File: config.mk
export PLATFORM = sky130hd
export DESIGN_NAME = sgm_window
export DESIGN_NICKNAME = d
export VERILOG_FILES = /design/src/hdl/sgm_pkg.sv /design/src/hdl/sgm_window.sv
export SDC_FILE = /design/constraint.sdc
export NUM_CORES = 1
export LEC_CHECK = 0
export BUFFER_PORTS_ARGS = -buffer_cell sky130_fd_sc_hd__buf_2
export CAP_MARGIN = 20
export CORE_ASPECT_RATIO = 1.75
export CORE_UTILIZATION = 31
export DETAILED_ROUTE_END_ITERATION = 12
export PLACE_DENSITY_LB_ADDON = 0.1
export SYNTH_ARGS = -nofsm -noshare
export SYNTH_HDL_FRONTEND = slang
export SYNTH_SLANG_ARGS = --single-unit
File: constraint.sdc
create_clock -name clock -period 7.87 [get_ports clock]
set_input_delay 1.574 -clock clock [delete_from_list [all_inputs] [get_ports clock]]
set_output_delay 1.574 -clock clock [all_outputs]
set_load 0.005 [all_outputs]
File: src/hdl/sgm_pkg.sv
// Shared constants, types and helpers for the Sobel gradient magnitude block.
package sgm_pkg;

   // Default line store depth (widest supported row)
   localparam int MAX_WIDTH_DEFAULT = 1024;

   // Field widths
   localparam int PIXEL_W      = 8;
   localparam int GRAD_W       = 11;
   localparam int ABS_W        = 8;
   localparam int MAG_W        = 8;
   localparam int WIDTH_REG_W  = 11;
   localparam int HEIGHT_REG_W = 16;
   localparam int CSR_DATA_W   = 32;
   localparam int CSR_ADDR_W   = 3;

   // Register reset values
   localparam logic [WIDTH_REG_W-1:0]  IMAGE_WIDTH_RESET  = 11'd640;
   localparam logic [HEIGHT_REG_W-1:0] IMAGE_HEIGHT_RESET = 16'd480;

   // Smallest legal frame dimension
   localparam int MIN_DIM = 3;

   // Rounded magnitude: floor((2a + 6b + 5) / 10) via reciprocal multiply.
   // 3277 / 2^15 overshoots 1/10 by so little that the floor stays exact for
   // every numerator up to 2045.
   localparam int NUM_W        = 11;
   localparam int PROD_W       = 23;
   localparam int DIV10_SHIFT  = 15;
   localparam logic [PROD_W-1:0] DIV10_RECIP = 23'd3277;
   localparam logic [NUM_W-1:0]  ROUND_BIAS  = 11'd5;
   localparam logic [NUM_W-1:0]  WEIGHT_Y    = 11'd6;

   // Register map
   typedef enum logic {
      REG_IMAGE_WIDTH  = 1'b0,
      REG_IMAGE_HEIGHT = 1'b1
   } reg_index_type;

   // Control of the transaction sitting in the line store read stage
   typedef struct packed {
      logic valid;
      logic produce;
      logic last;
   } stage_ctl_type;

   // Gradient stage result handed to the magnitude stage
   typedef struct packed {
      logic                     valid;
      logic                     last;
      logic signed [GRAD_W-1:0] grad_x;
      logic signed [GRAD_W-1:0] grad_y;
      logic [ABS_W-1:0]         abs_x;
      logic [ABS_W-1:0]         abs_y;
   } grad_type;

   // Absolute value saturated to 255
   function automatic logic [ABS_W-1:0] sat_abs(input logic signed [GRAD_W-1:0] v);
      logic [GRAD_W-1:0] m;
      m = v[GRAD_W-1] ? GRAD_W'(-v) : GRAD_W'(v);
      return (m > GRAD_W'(255)) ? ABS_W'(255) : m[ABS_W-1:0];
   endfunction

endpackage

File: src/hdl/sgm_window.sv
// 3x3 window registers and Sobel X/Y kernels, registered into the gradient stage.
module sgm_window import sgm_pkg::*; (
   input  logic               clock,
   input  logic               reset,
   input  logic               clear,
   input  logic               advance,
   input  stage_ctl_type      s1_ctl,
   input  logic [PIXEL_W-1:0] cur_pixel,
   input  logic [PIXEL_W-1:0] up_pixel,
   input  logic [PIXEL_W-1:0] mid_pixel,
   output grad_type           s2
);

   // Two previous columns of each row: index 0 is col-2, index 1 is col-1
   logic [PIXEL_W-1:0] upper_ff [2];
   logic [PIXEL_W-1:0] middle_ff [2];
   logic [PIXEL_W-1:0] lower_ff [2];
   grad_type           s2_ff;

   logic signed [GRAD_W-1:0] tl, tc, tr, ml, mr, bl, bc, br;
   logic signed [GRAD_W-1:0] gx, gy;

   // Window taps widened to the gradient width
   assign tl = $signed(GRAD_W'(upper_ff[0]));
   assign tc = $signed(GRAD_W'(upper_ff[1]));
   assign tr = $signed(GRAD_W'(up_pixel));
   assign ml = $signed(GRAD_W'(middle_ff[0]));
   assign mr = $signed(GRAD_W'(mid_pixel));
   assign bl = $signed(GRAD_W'(lower_ff[0]));
   assign bc = $signed(GRAD_W'(lower_ff[1]));
   assign br = $signed(GRAD_W'(cur_pixel));

   // Sobel kernels
   assign gx = (tl - tr) + ((ml - mr) <<< 1) + (bl - br);
   assign gy = (tl + (tc <<< 1) + tr) - (bl + (bc <<< 1) + br);

   // Window shift as each transaction leaves the read stage
   always_ff @(posedge clock) begin
      if (reset || clear) begin
         upper_ff[0]  <= '0;
         upper_ff[1]  <= '0;
         middle_ff[0] <= '0;
         middle_ff[1] <= '0;
         lower_ff[0]  <= '0;
         lower_ff[1]  <= '0;
      end else if (advance && s1_ctl.valid) begin
         upper_ff[0]  <= upper_ff[1];
         upper_ff[1]  <= up_pixel;
         middle_ff[0] <= middle_ff[1];
         middle_ff[1] <= mid_pixel;
         lower_ff[0]  <= lower_ff[1];
         lower_ff[1]  <= cur_pixel;
      end
   end

   // Gradient stage register; only the valid bit is reset
   always_ff @(posedge clock) begin
      if (reset) begin
         s2_ff.valid <= 1'b0;
      end else if (advance) begin
         s2_ff.valid <= s1_ctl.valid && s1_ctl.produce;
      end
      if (advance) begin
         s2_ff.last   <= s1_ctl.last;
         s2_ff.grad_x <= gx;
         s2_ff.grad_y <= gy;
         s2_ff.abs_x  <= sat_abs(gx);
         s2_ff.abs_y  <= sat_abs(gy);
      end
   end

   assign s2 = s2_ff;

endmodule

**Yosys cells after proc, flatten, opt, wreduce, memory -nomap -nowiden**

Memory sizes are Yosys's and may differ from the RTL's.
Cells that the tools add are included.

- Flip-flop bits (word level): 40
- Bits in latches: 0
- Bits in writable memories: 48
- ROM bits: 0
- Input port bits: 31
- Output and inout port bits: 40
- Logic and storage cells: 45
- Memories kept: 3

- $add $sub $neg: 12
- Multiply operators: 0
- Divide/modulo/power cells: 0
- Magnitude comparators: 2
- Eq/ne operators: 0
- Shift operators: 0
- Mux-type cells: 13
- Bitwise gates (word level): 6
- Reductions and logical operators: 3

Memory list:

| memory | depth | bits a word | read ports | clocked after memory_dff | wr ports | RTL line | text |
|---|---|---|---|---|---|---|---|
| lower_ff | 2 | 8 | 2 | 0 | 2 | sgm_window.sv:17 | `logic [PIXEL_W-1:0] lower_ff [2];` |
| middle_ff | 2 | 8 | 2 | 0 | 2 | sgm_window.sv:16 | `logic [PIXEL_W-1:0] middle_ff [2];` |
| upper_ff | 2 | 8 | 2 | 0 | 2 | sgm_window.sv:15 | `logic [PIXEL_W-1:0] upper_ff [2];` |

Operators with widths:

| operator | count |
|---|---|
| $mux W8 | 6 |
| $sub A8 B8 Y9 | 3 |
| $add A10 B8 Y11 | 2 |
| $gt A11 B8 Y1 const B | 2 |
| $mux W11 | 2 |
| $neg A11 Y11 | 2 |
| $add A8 B9 Y10 | 2 |
| $add A11 B9 Y11 | 1 |
| $add A9 B10 Y11 | 1 |
| $sub A11 B11 Y11 | 1 |
| $or A1 B1 Y1 | 6 |
| $mux W1 | 5 |
| $logic_and A1 B1 Y1 | 2 |
| $logic_or A1 B1 Y1 | 1 |

**Logic depth before layout (Yosys ltp)**

An unclocked memory read counts as a cell.

- Word-level depth: 7
- Depth in mapped cells: 22
- Gate-level depth less buffers: 21

**Worst setup path after synthesis**

Ideal clock, no wire load.

- Path kind: input-to-reg
- Start: input cur_pixel[2]
- End: register s2_ff, in the netlist s2[2] (data pin)
- Arrival: 5.376 ns
- Setup slack: 2.219 ns
- Stages on the path: 14
- Path buffers: 0
- Cell sequence: inv_1 > fa_1 > fa_1 > inv_1 > fa_1 > inv_1 > fa_1 > a21o_1 > a21oi_2 > xnor2_1 > or3_1 > o31a_1 > o41ai_1 > a22oi_1

- Cells in the longest elaborated chain, start to end: 5

Ends and longest elaborated chain:

| element | RTL line | text |
|---|---|---|
| from (decl) | sgm_window.sv:8 | `input logic [PIXEL_W-1:0] cur_pixel,` |
| $add A10 B8 Y11 * | sgm_window.sv:35 | `assign gy = (tl + (tc <<< 1) + tr) - (bl + (bc <<< 1) + br);` |
| $sub A11 B11 Y11 * | sgm_window.sv:35 |  |
| net gy[5] | sgm_window.sv:21 | `logic signed [GRAD_W-1:0] gx, gy;` |
| $neg A11 Y11 | sgm_pkg.sv:60 | `m = v[GRAD_W-1] ? GRAD_W'(-v) : GRAD_W'(v);` |
| $mux W11 * | sgm_pkg.sv:60 |  |
| $gt A11 B8 Y1 * | sgm_pkg.sv:61 | `return (m > GRAD_W'(255)) ? ABS_W'(255) : m[ABS_W-1:0];` |
| to (decl) | sgm_window.sv:18 | `grad_type s2_ff;` |

The timed path passes the listed nets; every way through them passes the cells marked *.
A chain may end at the register's enable or synchronous reset.

**Worst setup path after layout**

Ends and elaborated chain as after synthesis.

==> flow_summary_export.csv <==
group,metric,value,unit
outcome,status,"finished, violations left",
outcome,violations,"DRC",
critical_path,critPathMaxStageDelay,540,ps
critical_path,rr_worst_depth,20,
yosys,mappedNetlistArea,6440,sq um
run,maxCapViolCount,0,
grt,grt-ovfl-total,0,
worst_hold_path,hold_path.class,"flop to flop",
yosys,yosys-top-cells-count,"sky130_fd_sc_hd__inv_1, sky130_fd_sc_hd__edfxtp_1, sky130_fd_sc_hd__ha_1, sky130_fd_sc_hd__fa_1, sky130_fd_sc_hd__nor4_1",
grt,grt_usage,14.8,%
clocking,cts_inserted_buffers,9,
critical_path,rr_endpoint,"s2[8]$_SDFFCE_PN1P_",
critical_path,criticalPathCategory,"input port to flop",
sta,finalMaxSlewViolations,0,
yosys,synth.lib_cells_used.distinct,56,
clocking,htree_levels,3,
power,seq_power_share,27.1,%
yosys,ys_dominant_reg_cell,"sky130_fd_sc_hd__edfxtp_1",
detailed_routing,route.antenna.remaining_nets,0,
detailed_routing,wirelength,14600,um
yosys,synth_top_area_cell,"sky130_fd_sc_hd__edfxtp_1",
power,netSwitchingFraction,42.3,%
yosys,synthMostInstantiatedCell,"sky130_fd_sc_hd__inv_1",
power,power.clock.fraction,16.4,%
grt,first_global_vias,4656,
critical_path,crit_path_max_fanout,6,
critical_path,rr_startpoint,"upper_ff[0][0]$_SDFFCE_PN0P_",
sta,max_slew_margin,35.0,%
power,comb_power_share,56.5,%
yosys,synth_edf_count,87,
clocking,post-cts-setup-buffer-count,0,
detailed_routing,starting_drc_count_in_detailed_routing,124,
floorplan,chipWidth,111,um
power,cellInternalPower,1.54,mW
floorplan,design.portCount,71,
sta,report.final.setup_viol,0,
sta,timing_worst_slew_pin_value,970,ps
clocking,cts.sinks,88,
grt,grt_first_pass_wirelength,24200,um
yosys,netlist_top_cells_area,"sky130_fd_sc_hd__edfxtp_1, sky130_fd_sc_hd__fa_1, sky130_fd_sc_hd__ha_1",
yosys,mappedNetlistNets,722,
sta,min_period,5780,ps
floorplan,rows,69,
critical_path,worstPathArrival,5860,ps
clocking,cts.repair.resized,0,
sta,final_sum_of_negative_setup_slack,0,ps
placed_design,placed_cells,906,
critical_path,setup.reg_to_reg.worst_slack,2980,ps
final_layout,nNetsFinal,792,
placed_design,post-place-ws,1690,ps
power,net-switching-power,1.13,mW
yosys,synth_cells,599,
floorplan,die-area,21400,sq um
sta,final-hold-violation-count,0,
grt,antenna_found_initial,0,
critical_path,worstPathRequired,7950,ps
detailed_routing,via_density_per_instance,4.76,
detailed_routing,vias_after_detailed_routing,4391,
yosys,synth-seq-cells,88,
clocking,clock_path_buffers,2,
sta,fin_skew,13.0,ps
power,static-leakage-power,3.21,nW
sta,period_share,73.4,%
final_layout,drive_gt1_share,14.8,%
critical_path,critPathSlowestCell,"sky130_fd_sc_hd__fa_1",
placed_design,dp_hpwl,11500,um
sta,finalWorstSetupSlack,2090,ps
clocking,cts.clk_slew.worst_paths,60,ps
sta,rsz_0062_raised_after_global_routing,"false",
placed_design,io_port_bufs,70,
final_layout,area.growth.synth_to_final,14.5,%
yosys,seq_area_frac_synth,40.9,%
grt,grt_max_degree,43,
final_layout,instances_no_fill,922,
yosys,async_flop_share,0,%
yosys,yosys.area.top_type_share,40.5,%
sta,maxClockFrequency,0.173,GHz
floorplan,die-height,193,um
worst_hold_path,hold_depth,2,
clocking,ctsRootBufferMaster,"sky130_fd_sc_hd__clkbuf_16",
placed_design,gp_routability_congestion,0.756,
critical_path,critPathCaptureType,"flop",
detailed_routing,detail_route.drc_violations,16,
clocking,cts_hold_buffers_added,0,
yosys,synth.avg_cell_area,10.8,sq um
yosys,yosys_warning_count,0,
detailed_routing,post_drt_wl_per_cell,15.8,um
worst_hold_path,endpoint_of_the_worst_hold_timing_path,"s2[39]$_SDFFE_PP0P_",
detailed_routing,tritonroute_pass_1_iters,8,
clocking,clkLatencyLatePin,360,ps
critical_path,crit_top_cell,"sky130_fd_sc_hd__inv_1",
clocking,tritoncts,"built",
final_layout,antenna_cells,0,
critical_path,start_kind,"input port",
worst_hold_path,hold_path.startpoint,"s2[39]$_SDFFE_PP0P_",
critical_path,worstPathCellList,"buf_2 > inv_1 > fa_1 > fa_1 > inv_1 > fa_1 > inv_1 > fa_1 > xnor2_1 > inv_1 > nor3_2 > inv_1 > or3_1 > o31a_1 > nor3_2 > a22oi_1",
power,power.density_cell_area,362,nW/um^2
floorplan,core-area,20400,sq um
floorplan,effective_utilization_at_floorplan,31.6,%
power,worst_ir_drop_vdd,0.000152,V
[worst max path at each step]
stage                 start             endpoint  slack (ps)  depth (start not counted)
2_1_floorplan  cur_pixel[2]  s2[2]$_SDFFCE_PN1P_        2220                         14
3_3_place_gp   cur_pixel[2]  s2[2]$_SDFFCE_PN1P_        1740                         16
3_5_place_dp   cur_pixel[2]  s2[2]$_SDFFCE_PN1P_        1690                         16
4_1_cts        cur_pixel[2]  s2[2]$_SDFFCE_PN1P_        2060                         16
5_1_grt         up_pixel[0]  s2[8]$_SDFFCE_PN1P_        1570                         20
6_report       cur_pixel[2]  s2[2]$_SDFFCE_PN1P_        2090                         16
[metal layers]
| layer | vias to the layer above | track usage [%] | routed length (um) |
|---|---|---|---|
| li1 | 2207 | - | - |
| met5 | - | 0 | 0 |
| met3 | 12 | 2.39 | 403 |
| met4 | 0 | 5.53 | 200 |
| met2 | 66 | 28.1 | 7980 |
| met1 | 2106 | 16.5 | 6020 |
[logic make-up after synthesis]
logic type | count (synthesis) | share of synthesized area [%]
AOI/OAI and AO/OA | 104 | 11.3
xor gates and xnor gates | 30 | 4.19
adders and majority gates | 92 | 23.0
buffers and inverters | 148 | 8.64
DFF | 88 | 40.9
muxes | 3 | 0.466
and+or+nand+nor | 134 | 11.6
[power groups by stage]
stage               combinational (mW)  clock, mW  sequential (mW)
global route                      1.72      0.468            0.737
global placement                  1.50          0            0.736
finish                            1.51      0.438            0.725
CTS                               1.53      0.451            0.727
detailed placement                1.52          0            0.737
floorplan                         1.12          0            0.751
[critical path, delay by kind of cell]
| kind | cells | cell delay (ps) |
|---|---|---|
| and+or+nand+nor | 3 | 900 |
| AOI/OAI and AO/OA | 2 | 510 |
| xor gates and xnor gates | 1 | 270 |
| adders and majority gates | 4 | 1990 |
| buffers and inverters | 6 | 590 |
[layout make-up]
class                      instances  area, sq um
fill                            2062        13000
tap                              248          310
sequential                        88         2630
timing repair buffer              73          373
multi-input combinational        363         3260
clock buffer                      10          229
inverter                         134          503
clock inverter                     6         70.1
[registers in the layout (all words and copies together), names as in the netlist]
signal     cells
upper_ff      16
lower_ff      16
s2            40
middle_ff     16
[cell usage in the layout, fill, tap and decap left out, types with 3 or more instances in the layout]
master	instances
sky130_fd_sc_hd__a31oi_1	4
sky130_fd_sc_hd__nor3_1	8
sky130_fd_sc_hd__nand3_1	6
sky130_fd_sc_hd__clkbuf_16	9
sky130_fd_sc_hd__a21oi_1	21
sky130_fd_sc_hd__o31ai_1	3
sky130_fd_sc_hd__nor2_1	21
sky130_fd_sc_hd__and2_1	15
sky130_fd_sc_hd__o21a_1	5
sky130_fd_sc_hd__o21bai_1	6
sky130_fd_sc_hd__or3_1	5
sky130_fd_sc_hd__buf_2	70
sky130_fd_sc_hd__fa_1	44
sky130_fd_sc_hd__a211o_1	5
sky130_fd_sc_hd__buf_4	3
sky130_fd_sc_hd__a211oi_1	4
sky130_fd_sc_hd__nand2_1	17
sky130_fd_sc_hd__o21ai_0	16
sky130_fd_sc_hd__ha_1	48
sky130_fd_sc_hd__nand2b_1	9
sky130_fd_sc_hd__xnor2_1	19
sky130_fd_sc_hd__a21o_1	13
sky130_fd_sc_hd__mux2i_1	3
sky130_fd_sc_hd__nor3_2	3
sky130_fd_sc_hd__xor2_1	10
sky130_fd_sc_hd__inv_1	133
sky130_fd_sc_hd__edfxtp_1	87
sky130_fd_sc_hd__nor2b_1	4
sky130_fd_sc_hd__o41ai_1	3
sky130_fd_sc_hd__o21ai_1	5
sky130_fd_sc_hd__clkinvlp_4	3
sky130_fd_sc_hd__nor4_1	38
[stage by stage]
stage	util [%]	hold slack (ps)	total power [mW]	area, sq um
6_report	36.2	477	2.67	7380
4_1_cts	36.2	486	2.71	7380
2_1_floorplan	-	461	1.87	6440
3_5_place_dp	34.8	474	2.25	7080
5_1_grt	36.2	528	2.93	7380
3_3_place_gp	34.8	454	2.24	7080
Power figures use the tool's default switching activity.
