File: config.mk
export PLATFORM = sky130hd
export DESIGN_NAME = sgm_magnitude
export DESIGN_NICKNAME = d
export VERILOG_FILES = /design/src/hdl/sgm_pkg.sv /design/src/hdl/sgm_magnitude.sv
export SDC_FILE = /design/constraint.sdc
export NUM_CORES = 1
export LEC_CHECK = 0
export BUFFER_PORTS_ARGS = -buffer_cell sky130_fd_sc_hd__buf_2
export CELL_PAD_IN_SITES_DETAIL_PLACEMENT = 1
export CELL_PAD_IN_SITES_GLOBAL_PLACEMENT = 1
export CORE_MARGIN = 2
export CORE_UTILIZATION = 44
export CTS_CLUSTER_SIZE = 40
export DETAILED_ROUTE_END_ITERATION = 12
export PLACE_DENSITY = 0.85
export SLEW_MARGIN = 20
export SYNTH_ARGS = -nofsm -noshare
export SYNTH_HDL_FRONTEND = slang
export SYNTH_SLANG_ARGS = --single-unit
File: constraint.sdc
create_clock -name clock -period 10 [get_ports clock]
set_clock_uncertainty 0.15 [all_clocks]
set_input_delay 0.5 -clock clock [delete_from_list [all_inputs] [get_ports clock]]
set_output_delay 0.5 -clock clock [all_outputs]
set_load 0.05 [all_outputs]
File: src/hdl/sgm_pkg.sv
// Shared constants, types and helpers for the Sobel gradient magnitude block.
package sgm_pkg;

   // Default line store depth (widest supported row)
   localparam int MAX_WIDTH_DEFAULT = 1024;

   // Field widths
   localparam int PIXEL_W      = 8;
   localparam int GRAD_W       = 11;
   localparam int ABS_W        = 8;
   localparam int MAG_W        = 8;
   localparam int WIDTH_REG_W  = 11;
   localparam int HEIGHT_REG_W = 16;
   localparam int CSR_DATA_W   = 32;
   localparam int CSR_ADDR_W   = 3;

   // Register reset values
   localparam logic [WIDTH_REG_W-1:0]  IMAGE_WIDTH_RESET  = 11'd640;
   localparam logic [HEIGHT_REG_W-1:0] IMAGE_HEIGHT_RESET = 16'd480;

   // Smallest legal frame dimension
   localparam int MIN_DIM = 3;

   // Rounded magnitude: floor((2a + 6b + 5) / 10) via reciprocal multiply.
   // 3277 / 2^15 overshoots 1/10 by so little that the floor stays exact for
   // every numerator up to 2045.
   localparam int NUM_W        = 11;
   localparam int PROD_W       = 23;
   localparam int DIV10_SHIFT  = 15;
   localparam logic [PROD_W-1:0] DIV10_RECIP = 23'd3277;
   localparam logic [NUM_W-1:0]  ROUND_BIAS  = 11'd5;
   localparam logic [NUM_W-1:0]  WEIGHT_Y    = 11'd6;

   // Register map
   typedef enum logic {
      REG_IMAGE_WIDTH  = 1'b0,
      REG_IMAGE_HEIGHT = 1'b1
   } reg_index_type;

   // Control of the transaction sitting in the line store read stage
   typedef struct packed {
      logic valid;
      logic produce;
      logic last;
   } stage_ctl_type;

   // Gradient stage result handed to the magnitude stage
   typedef struct packed {
      logic                     valid;
      logic                     last;
      logic signed [GRAD_W-1:0] grad_x;
      logic signed [GRAD_W-1:0] grad_y;
      logic [ABS_W-1:0]         abs_x;
      logic [ABS_W-1:0]         abs_y;
   } grad_type;

   // Absolute value saturated to 255
   function automatic logic [ABS_W-1:0] sat_abs(input logic signed [GRAD_W-1:0] v);
      logic [GRAD_W-1:0] m;
      m = v[GRAD_W-1] ? GRAD_W'(-v) : GRAD_W'(v);
      return (m > GRAD_W'(255)) ? ABS_W'(255) : m[ABS_W-1:0];
   endfunction

endpackage

File: src/hdl/sgm_magnitude.sv
// Weighted rounded magnitude and the result output register.
module sgm_magnitude import sgm_pkg::*; (
   input  logic                     clock,
   input  logic                     reset,
   input  logic                     advance,
   input  grad_type                 s2,
   output logic                     rsp_valid,
   output logic signed [GRAD_W-1:0] rsp_grad_x,
   output logic signed [GRAD_W-1:0] rsp_grad_y,
   output logic [MAG_W-1:0]         rsp_magnitude,
   output logic                     rsp_frame_last
);

   logic [NUM_W-1:0]  num;
   logic [PROD_W-1:0] prod;

   logic                     valid_ff;
   logic signed [GRAD_W-1:0] grad_x_ff;
   logic signed [GRAD_W-1:0] grad_y_ff;
   logic [MAG_W-1:0]         mag_ff;
   logic                     last_ff;

   // 2a + 6b + 5, then divide by ten through the reciprocal
   assign num  = (NUM_W'(s2.abs_x) << 1) + (NUM_W'(s2.abs_y) * WEIGHT_Y) + ROUND_BIAS;
   assign prod = PROD_W'(num) * DIV10_RECIP;

   // Output register; a new transaction loads whenever the pipeline moves
   always_ff @(posedge clock) begin
      if (reset) begin
         valid_ff <= 1'b0;
      end else if (advance) begin
         valid_ff <= s2.valid;
      end
   end

   always_ff @(posedge clock) begin
      if (advance) begin
         grad_x_ff <= s2.grad_x;
         grad_y_ff <= s2.grad_y;
         mag_ff    <= prod[DIV10_SHIFT +: MAG_W];
         last_ff   <= s2.last;
      end
   end

   assign rsp_valid      = valid_ff;
   assign rsp_grad_x     = grad_x_ff;
   assign rsp_grad_y     = grad_y_ff;
   assign rsp_magnitude  = mag_ff;
   assign rsp_frame_last = last_ff;

endmodule

* Word-level counts from Yosys, hierarchy flattened *
Index checks and enable logic that the tools add are counted.

word-level totals
  input port bits = 43
  RAM bits = 0
  memories = 0
  bits in registers = 32
  output and inout bits = 32
  memory bits (read-only) = 0
  logic and storage cells = 9
  bits in latches = 0

cells by class
  muxes and demuxes = 0
  $mul = 2
  eq/ne operators = 0
  shifts and indexed selects = 0
  divide/modulo/power cells = 0
  order comparisons = 0
  reductions and logical operators = 0
  bitwise gates (word level) = 0
  add/sub/neg operators = 2

operators with widths
  operator                  count
  $mul A11 B12 Y23 const B  1
  $add A11 B3 Y11 const B   1
  $add A9 B11 Y11           1
  $mul A8 B2 Y10 const B    1

* Longest topological paths before layout *
Gate-level depths: netlist (run 1).

  depth in word-level cells = 4
  mapped depth = 32
  depth with buffers taken out = 32

* Worst setup path before layout (run 1) *
OpenSTA, ideal clock, no wires.

  kind = input to register
  start = in s2[0] (netlist bit)
  end = reg mag_ff[7], in the netlist rsp_magnitude[7], data pin
  data required time = 9.592 ns
  slack = 2.550 ns
  path buffers = 0
  cell stages on the path = 26
  library setup time = 0.258 ns
  arrival = 7.043 ns
  cell sequence = ha_1 -> inv_1 -> fa_1 -> inv_1 -> ha_1 -> fa_1 -> a21o_1 -> a211oi_1 -> nor2_1 -> o41ai_1 -> xnor2_1 -> xor2_1 -> inv_1 -> fa_1 -> fa_1 -> fa_1 -> fa_1 -> inv_1 -> ha_1 -> nand2_1 -> o21ai_0 -> a2111oi_4 -> o41ai_4 -> o21ba_2 -> o221ai_2 -> xnor2_1

between the ends
  longest elaborated chain between the ends = 4

RTL lines
  item                    RTL line             RTL
  start: declaration      sgm_magnitude.sv:6   input grad_type s2,
  $mul A8 B2 Y10          sgm_magnitude.sv:24  assign num = (NUM_W'(s2.abs_x) << 1) + (NUM_W'(s2.abs_y) * WEIGHT_Y) + ROUND_BIAS;
  $add A9 B11 Y11         sgm_magnitude.sv:24
  $add A11 B3 Y11         sgm_magnitude.sv:24
  $mul A11 B12 Y23        sgm_magnitude.sv:25  assign prod = PROD_W'(num) * DIV10_RECIP;
  via prod[22]            sgm_magnitude.sv:15  logic [PROD_W-1:0] prod;
  end signal: assignment  sgm_magnitude.sv:40  mag_ff <= prod[DIV10_SHIFT +: MAG_W];
  end: declaration        sgm_magnitude.sv:20  logic [MAG_W-1:0] mag_ff;

The timed path passes the listed nets, and every way through them passes these cells.
A chain may end at the register's enable or synchronous reset.

* Worst setup path after layout (run 1) *
Ends and elaborated chain as after synthesis.

==> reports/metrics.csv, run 1 <==
stage;metric;value;unit
outcome;status;complete, no violations;
sta;RSZ-0062 raised after global routing;false;
logic_synthesis;Post-Synth Adder-Cell Area;44.6;%
setup_path;worst setup path start;s2[0];
die;DIE AREA;9360;um^2
logic_synthesis;post-synthesis average cell area;10.8;um^2
placed_design;PortBufs;74;
grt;most used routing layer;met2;
die;die height;96.8;um
layout;antenna fix cells;0;
setup_path;Req. time, crit path;9.87;ns
placed_design;routability congestion estimate;0.884;
grt;GR Overflow Total;0;
sta;Final Hold Viols;0;
sta;slew margin rel.;51.5;%
setup_path;WS Path Type;in2reg;
routing;DR pass1 iterations;4;
setup_path;kind of end point of the critical path;flop;
sta;final period utilization;79.3;%
sta;Final Critical Period;7.93;ns
placed_design;Placed Area;4290;um^2
grt;initial antenna violation count;0;
clocking;CTS Buffer Depth;2;
layout;Final Instance Area;4400;um^2
clocking;CTS H-Tree Depth;2;
grt;M1 GR Usage;23.1;%
layout;fillers;955;
setup_path;startpoint types;input port;
routing;routed wire length;9000;um
hold_path;HP Class;in2reg;
logic_synthesis;Synth Area in Simple Gates;6.44;%
sta;Max Fclk;126;MHz
layout;layout cell share with drive strength beyond 1;20.8;%
clocking;TritonCTS buffer count;5;
routing;Wirelength per Cell;16.7;um
hold_path;hold path start;reset;
clocking;clock root cell;clkbuf_8;
logic_synthesis;largest family of logic cells by synthesized area;adder cells;
logic_synthesis;Post-Syn Nets;511;
die;chip width;96.8;um
sta;setup ws final;2.07;ns
die;Core ar.;8300;um^2
setup_path;reg2reg start;rsp_valid;
die;Starting Density;45.6;%
grt;number of global-route vias before repair;3246;
hold_path;Hold Path Cell Cnt;2;
sta;Min Hold Slack;0.236;ns
sta;Max Transition Viols Final;0;
sta;Tightest Pin Transition;0.728;ns
setup_path;CP max-delay cell;fa_1;
setup_path;critical path arrival;7.80;ns
layout;commonest non-fill, non-tap cell in the layout;ha_1;
clocking;PostCTS Resize Cnt;0;
routing;DR vias/cell;5.29;
die;IO Count;75;
logic_synthesis;Syn Inst Count;351;
logic_synthesis;area leader, netlist;ha_1;
clocking;Clk Latency, worst-skew pair;0.28;ns
logic_synthesis;Synth cell types;37;
die;Placement Rows;33;
logic_synthesis;register area share after synthesis;25.1;%
clocking;Hold-fix buffers, CTS;0;
sta;Final setup viols;0;
layout;Layout area overhead;16.1;%
grt;met3 Track Usage GR;2.46;%
clocking;TritonCTS clock tree;yes;
clocking;setup bufs post-CTS;0;
layout;Layout Nets;592;
grt;total track usage;20.0;%
clocking;clk sinks;32;
placed_design;worst slack, placed;1.78;ns
sta;setup tns final;0;ns
logic_synthesis;post-synthesis compound-gate area fraction;10.8;%
logic_synthesis;Synth Register Bits;32;
setup_path;CP max FO;6;
logic_synthesis;top cells by area, synth;ha_1, edfxtp_1, fa_1, inv_1, xnor2_1;
logic_synthesis;fraction of synthesized cell area in xor and xnor cells;5.22;%
setup_path;R2R depth;2;
grt;largest net degree at the start of global routing;33;
setup_path;crit-path max cell delay;0.55;ns
job;maxcap violations;0;
logic_synthesis;YS warnings;0;
grt;Global Route met2 Usage;38.3;%
logic_synthesis;Syn Std Cell Area;3790;um^2
routing;Post-route DRC;0;
routing;Initial DRC Count;50;
clocking;Worst-path clk slew;0.07;ns
grt;first-pass GRT wire length;15300;um
layout;commonest cells after routing, fill and taps aside;ha_1, inv_1, buf_2;
placed_design;DP HPWL;7810;um
routing;antenna viol nets, final;0;
logic_synthesis;multiplexer area fraction after synthesis;0.264;%
setup_path;most frequent CP cell;fa_1;
routing;DR vias;2847;
logic_synthesis;top-area cell type share of the netlist area;28.8;%
-- worst paths after layout --
| check | to | slack [ns] |
|---|---|---|
| worst min-delay path | rsp_valid | 0.24 |
| worst max register to register | rsp_valid | 9.20 |
| worst max-delay path | rsp_magnitude[7] | 2.07 |
| worst min register to register | rsp_valid | 0.43 |
-- flip-flops by register name, summed over array words and instances, names as in the netlist --
register	cells
rsp_valid	1
rsp_frame_last	1
rsp_grad_x	11
rsp_grad_y	11
rsp_magnitude	8
-- kinds of logic after synthesis --
family,after synthesis
XOR/XNOR,21
multiplexers,1
buffers and inverters,76
AND/OR/NAND/NOR,48
flip-flops,32
AO/OA/AOI/OAI,56
adder cells (fa/ha/maj),117
-- Yosys cell counts --
master / n
o41ai_4: 1
nor2_2: 1
nand3_1: 4
nor2b_1: 1
o221ai_1: 2
o311ai_1: 1
xor2_1: 5
nand4_1: 3
nand2_1: 7
xnor2_1: 15
xnor3_1: 1
o41ai_1: 2
a21oi_1: 18
nor2b_2: 1
a21o_1: 9
dfxtp_1: 1
o21a_1: 3
a41oi_1: 1
o221ai_2: 1
nand3_4: 1
mux2i_1: 1
ha_1: 87
a211oi_1: 4
and4_1: 1
nand2b_1: 4
o21ba_2: 1
inv_1: 76
fa_1: 30
o21ai_2: 1
nand4b_1: 1
edfxtp_1: 31
o21ai_0: 10
nor3_1: 4
o21bai_1: 1
nor2_1: 19
or2_2: 1
a2111oi_4: 1
-- worst max-delay path, delay by kind of cell --
family                   cells  cell delay [ns]
AND/OR/NAND/NOR              3             0.34
adder cells (fa/ha/maj)      9             3.43
AO/OA/AOI/OAI                9             2.36
XOR/XNOR                     4             0.86
buffers and inverters        4             0.31
-- cell type report --
cell class | instances | area (um^2) | area share (%)
Clock buffer | 6 | 72.6 | 1.65
Clock inverter | 2 | 35.0 | 0.797
Inverter | 76 | 285 | 6.49
Multi-Input combinational cell | 243 | 2550 | 58.0
Sequential cell | 32 | 951 | 21.6
Tap cell | 105 | 131 | 2.99
Timing Repair Buffer | 74 | 370 | 8.43
-- layer usage --
metal / vias up / routed length (um)
met5: - / 0
met4: 0 / 132
met3: 11 / 327
met2: 77 / 4820
met1: 1397 / 3710
li1: 1362 / -
-- metrics by stage --
stage | std cells | utilization [%]
2_1_floorplan | 351 | -
3_3_place_gp | 530 | 51.7
3_5_place_dp | 530 | 51.7
4_1_cts | 538 | 53.0
5_1_grt | 538 | 53.0
6_report | 538 | 53.0
Power of run 1 is left out: the tool's default activity adds up to more than one toggle a clock period on the data nets, which glitch-free logic cannot reach.
==> run 2: changes to the inputs <==
ABC_AREA = 1   (was default)
CORE_UTILIZATION = 43   (was 44)
PLACE_DENSITY = 0.86   (was 0.85)
clock period = 8.1 ns   (was 10 ns; I/O delays follow)
==> reports/metrics.csv, run 2 <==
stage;metric;value;unit;change
outcome;status;complete, no violations;;
sta;setup tns final;0;ns;unchanged
logic_synthesis;post-synthesis average cell area;8.74;um^2;-19%
routing;DR vias;3418;;+20%
clocking;clk sinks;32;;unchanged
layout;commonest non-fill, non-tap cell in the layout;inv_1;;
sta;Final Hold Viols;0;;unchanged
setup_path;WP buf/inv;5;;+1
clocking;setup bufs post-CTS;0;;unchanged
setup_path;startpoint types;input port;;
clocking;CTS H-Tree Depth;2;;unchanged
grt;total track usage;20.8;%;+0.80 points
die;IO Count;75;;unchanged
sta;slew margin rel.;53.7;%;+2.2 points
logic_synthesis;area leader, netlist;ha_1;;
logic_synthesis;Top FF cell, synth;edfxtp_1;;
grt;M1 GR Usage;25.0;%;+1.8 points
placed_design;DP HPWL;9270;um;+19%
layout;Layout Nets;712;;+20%
logic_synthesis;Post-synth top cells;inv_1, ha_1, nand2_1, edfxtp_1, fa_1;;
setup_path;reg2reg start;rsp_valid;;
layout;Final Instance Area;4730;um^2;+7.7%
grt;first-pass GRT wire length;16900;um;+10%
layout;layout cell share with drive strength beyond 1;17.2;%;-3.6 points
clocking;CTS Buffer Depth;2;;unchanged
layout;Multi-input gate area;2740;um^2;+7.4%
layout;Layout area overhead;14.9;%;
logic_synthesis;Post-Syn Nets;631;;+23%
sta;Final setup viols;0;;unchanged
setup_path;kind of end point of the critical path;flop;;
hold_path;hold path start;reset;;
setup_path;Top delay family on crit path;adder cells;;
grt;met3 Track Usage GR;1.92;%;-0.54 points
hold_path;HP Class;in2reg;;
setup_path;crit-path max cell delay;0.54;ns;about the same
layout;fillers;1183;;+24%
setup_path;critical path arrival;6.70;ns;-1.10 ns
logic_synthesis;Synth Register Bits;32;;unchanged
grt;largest net degree at the start of global routing;33;;unchanged
die;DIE AREA;10400;um^2;+11%
placed_design;Placed Area;4650;um^2;+8.4%
clocking;clock root cell;clkbuf_8;;
grt;GR Overflow Total;0;;unchanged
die;chip width;102;um;+5.3%
clocking;Worst-path clk slew;0.07;ns;about the same
setup_path;CP max-delay cell;fa_1;;
die;die height;102;um;+5.3%
grt;number of global-route vias before repair;3620;;+12%
die;Core ar.;9280;um^2;+12%
die;Placement Rows;35;;+6.1%
grt;most used routing layer;met2;;
logic_synthesis;top-area cell type share of the netlist area;26.4;%;-2.3 points
placed_design;routability congestion estimate;0.833;;-5.7%
clocking;TritonCTS clock tree;yes;;
logic_synthesis;Synth cell types;30;;-19%
clocking;PostCTS Resize Cnt;0;;unchanged
routing;antenna viol nets, final;0;;unchanged
setup_path;worst setup path start;s2[2];;
logic_synthesis;EDFF count, synth;31;;unchanged
setup_path;most frequent CP cell;ha_1;;
grt;Global Route met2 Usage;39.3;%;+1.0 points
routing;DR vias/cell;5.01;;-5.3%
setup_path;WS Path Type;in2reg;;
layout;antenna fix cells;0;;unchanged
logic_synthesis;top cells by area, synth;ha_1, edfxtp_1, fa_1, inv_1, nand2_1;;
layout;register area;951;um^2;unchanged
sta;Max Fclk;147;MHz;
grt;initial antenna violation count;0;;unchanged
routing;Post-route DRC;0;;unchanged
sta;Final Critical Period;6.80;ns;
logic_synthesis;Syn Std Cell Area;4120;um^2;+8.8%
die;Starting Density;44.4;%;-1.3 points
setup_path;CP max FO;4;;-2
sta;Min Hold Slack;0.124;ns;-0.113 ns
logic_synthesis;register area share after synthesis;23.1;%;-2.0 points
clocking;TritonCTS buffer count;5;;unchanged
sta;final period utilization;83.9;%;
sta;RSZ-0062 raised after global routing;false;;
routing;Wirelength per Cell;15.2;um;-8.9%
clocking;Clk Latency, worst-skew pair;0.28;ns;about the same
placed_design;PortBufs;74;;unchanged
job;maxcap violations;0;;unchanged
logic_synthesis;YS warnings;0;;unchanged
logic_synthesis;async set-reset flop share out of synthesis;0;%;unchanged
setup_path;Req. time, crit path;8.00;ns;-1.87 ns
routing;DR pass1 iterations;4;;unchanged
layout;commonest cells after routing, fill and taps aside;inv_1, ha_1, nand2_1;;
routing;routed wire length;10400;um;+16%
clocking;Hold-fix buffers, CTS;0;;unchanged
sta;Tightest Pin Transition;0.695;ns;-0.0330 ns
sta;Max Transition Viols Final;0;;unchanged
logic_synthesis;top-count cell post-synth;inv_1;;
routing;Initial DRC Count;62;;+24%
logic_synthesis;Syn Inst Count;471;;+34%
[run 2: cell types whose count changed in the layout (fill, tap and decap cells not counted), moves of 8 or more]
cell,previous run,this run
inv_1,76,112
a21oi_1,18,26
xnor2_1,15,3
nand2_1,7,77
nand3_1,4,21
[run 2: metal layers]
| layer | part of all wire (%) | vias to the layer above |
|---|---|---|
| met1 | 41 | 1649 |
| met2 | 52 | 82 |
| met4 | 1.6 | 0 |
| met3 | 4.9 | 13 |
| met5 | 0 | - |
| li1 | - | 1674 |
[run 2: final cells by class]
type	count	share of cell area, %
clock buffer	5	1.45
clock inverter	3	0.291
inverter	114	9.04
multi-input combinational	325	57.9
sequential	32	20.1
tap	129	3.41
timing repair buffer	74	7.83
[run 2: final timing paths]
kind,end,slack (ns),cells past startpoint
setup reg to reg,rsp_valid,7.36,2
hold / removal,rsp_valid,0.12,2
hold reg to reg,rsp_valid,0.37,2
setup / recovery,rsp_magnitude[6],1.30,31
[run 2: kinds of logic after synthesis]
kind of cell	after synthesis	share of synthesized area (%)
simple gates	145	15.6
buf+inv	114	10.4
flops	32	23.1
mux	1	0.243
xor+xnor	15	3.19
compound gates	47	6.47
fa+ha+maj	117	41.0
[run 2: through the flow]
stage	std cells	setup slack (ns)	util [%]
3_3_place_gp	674	1.18	50.1
3_5_place_dp	674	0.955	50.1
2_1_floorplan	471	1.64	-
4_1_cts	682	1.25	51.0
6_report	682	1.30	51.0
5_1_grt	682	0.705	51.0
[run 2: worst reg2reg max path: cells and delay by family, from the launching register on]
family | cells | cell delay, ns
simple gates | 1 | 0.05
flops | 1 | 0.31
mux | 1 | 0.12
Power of run 2 is left out for the same reason.
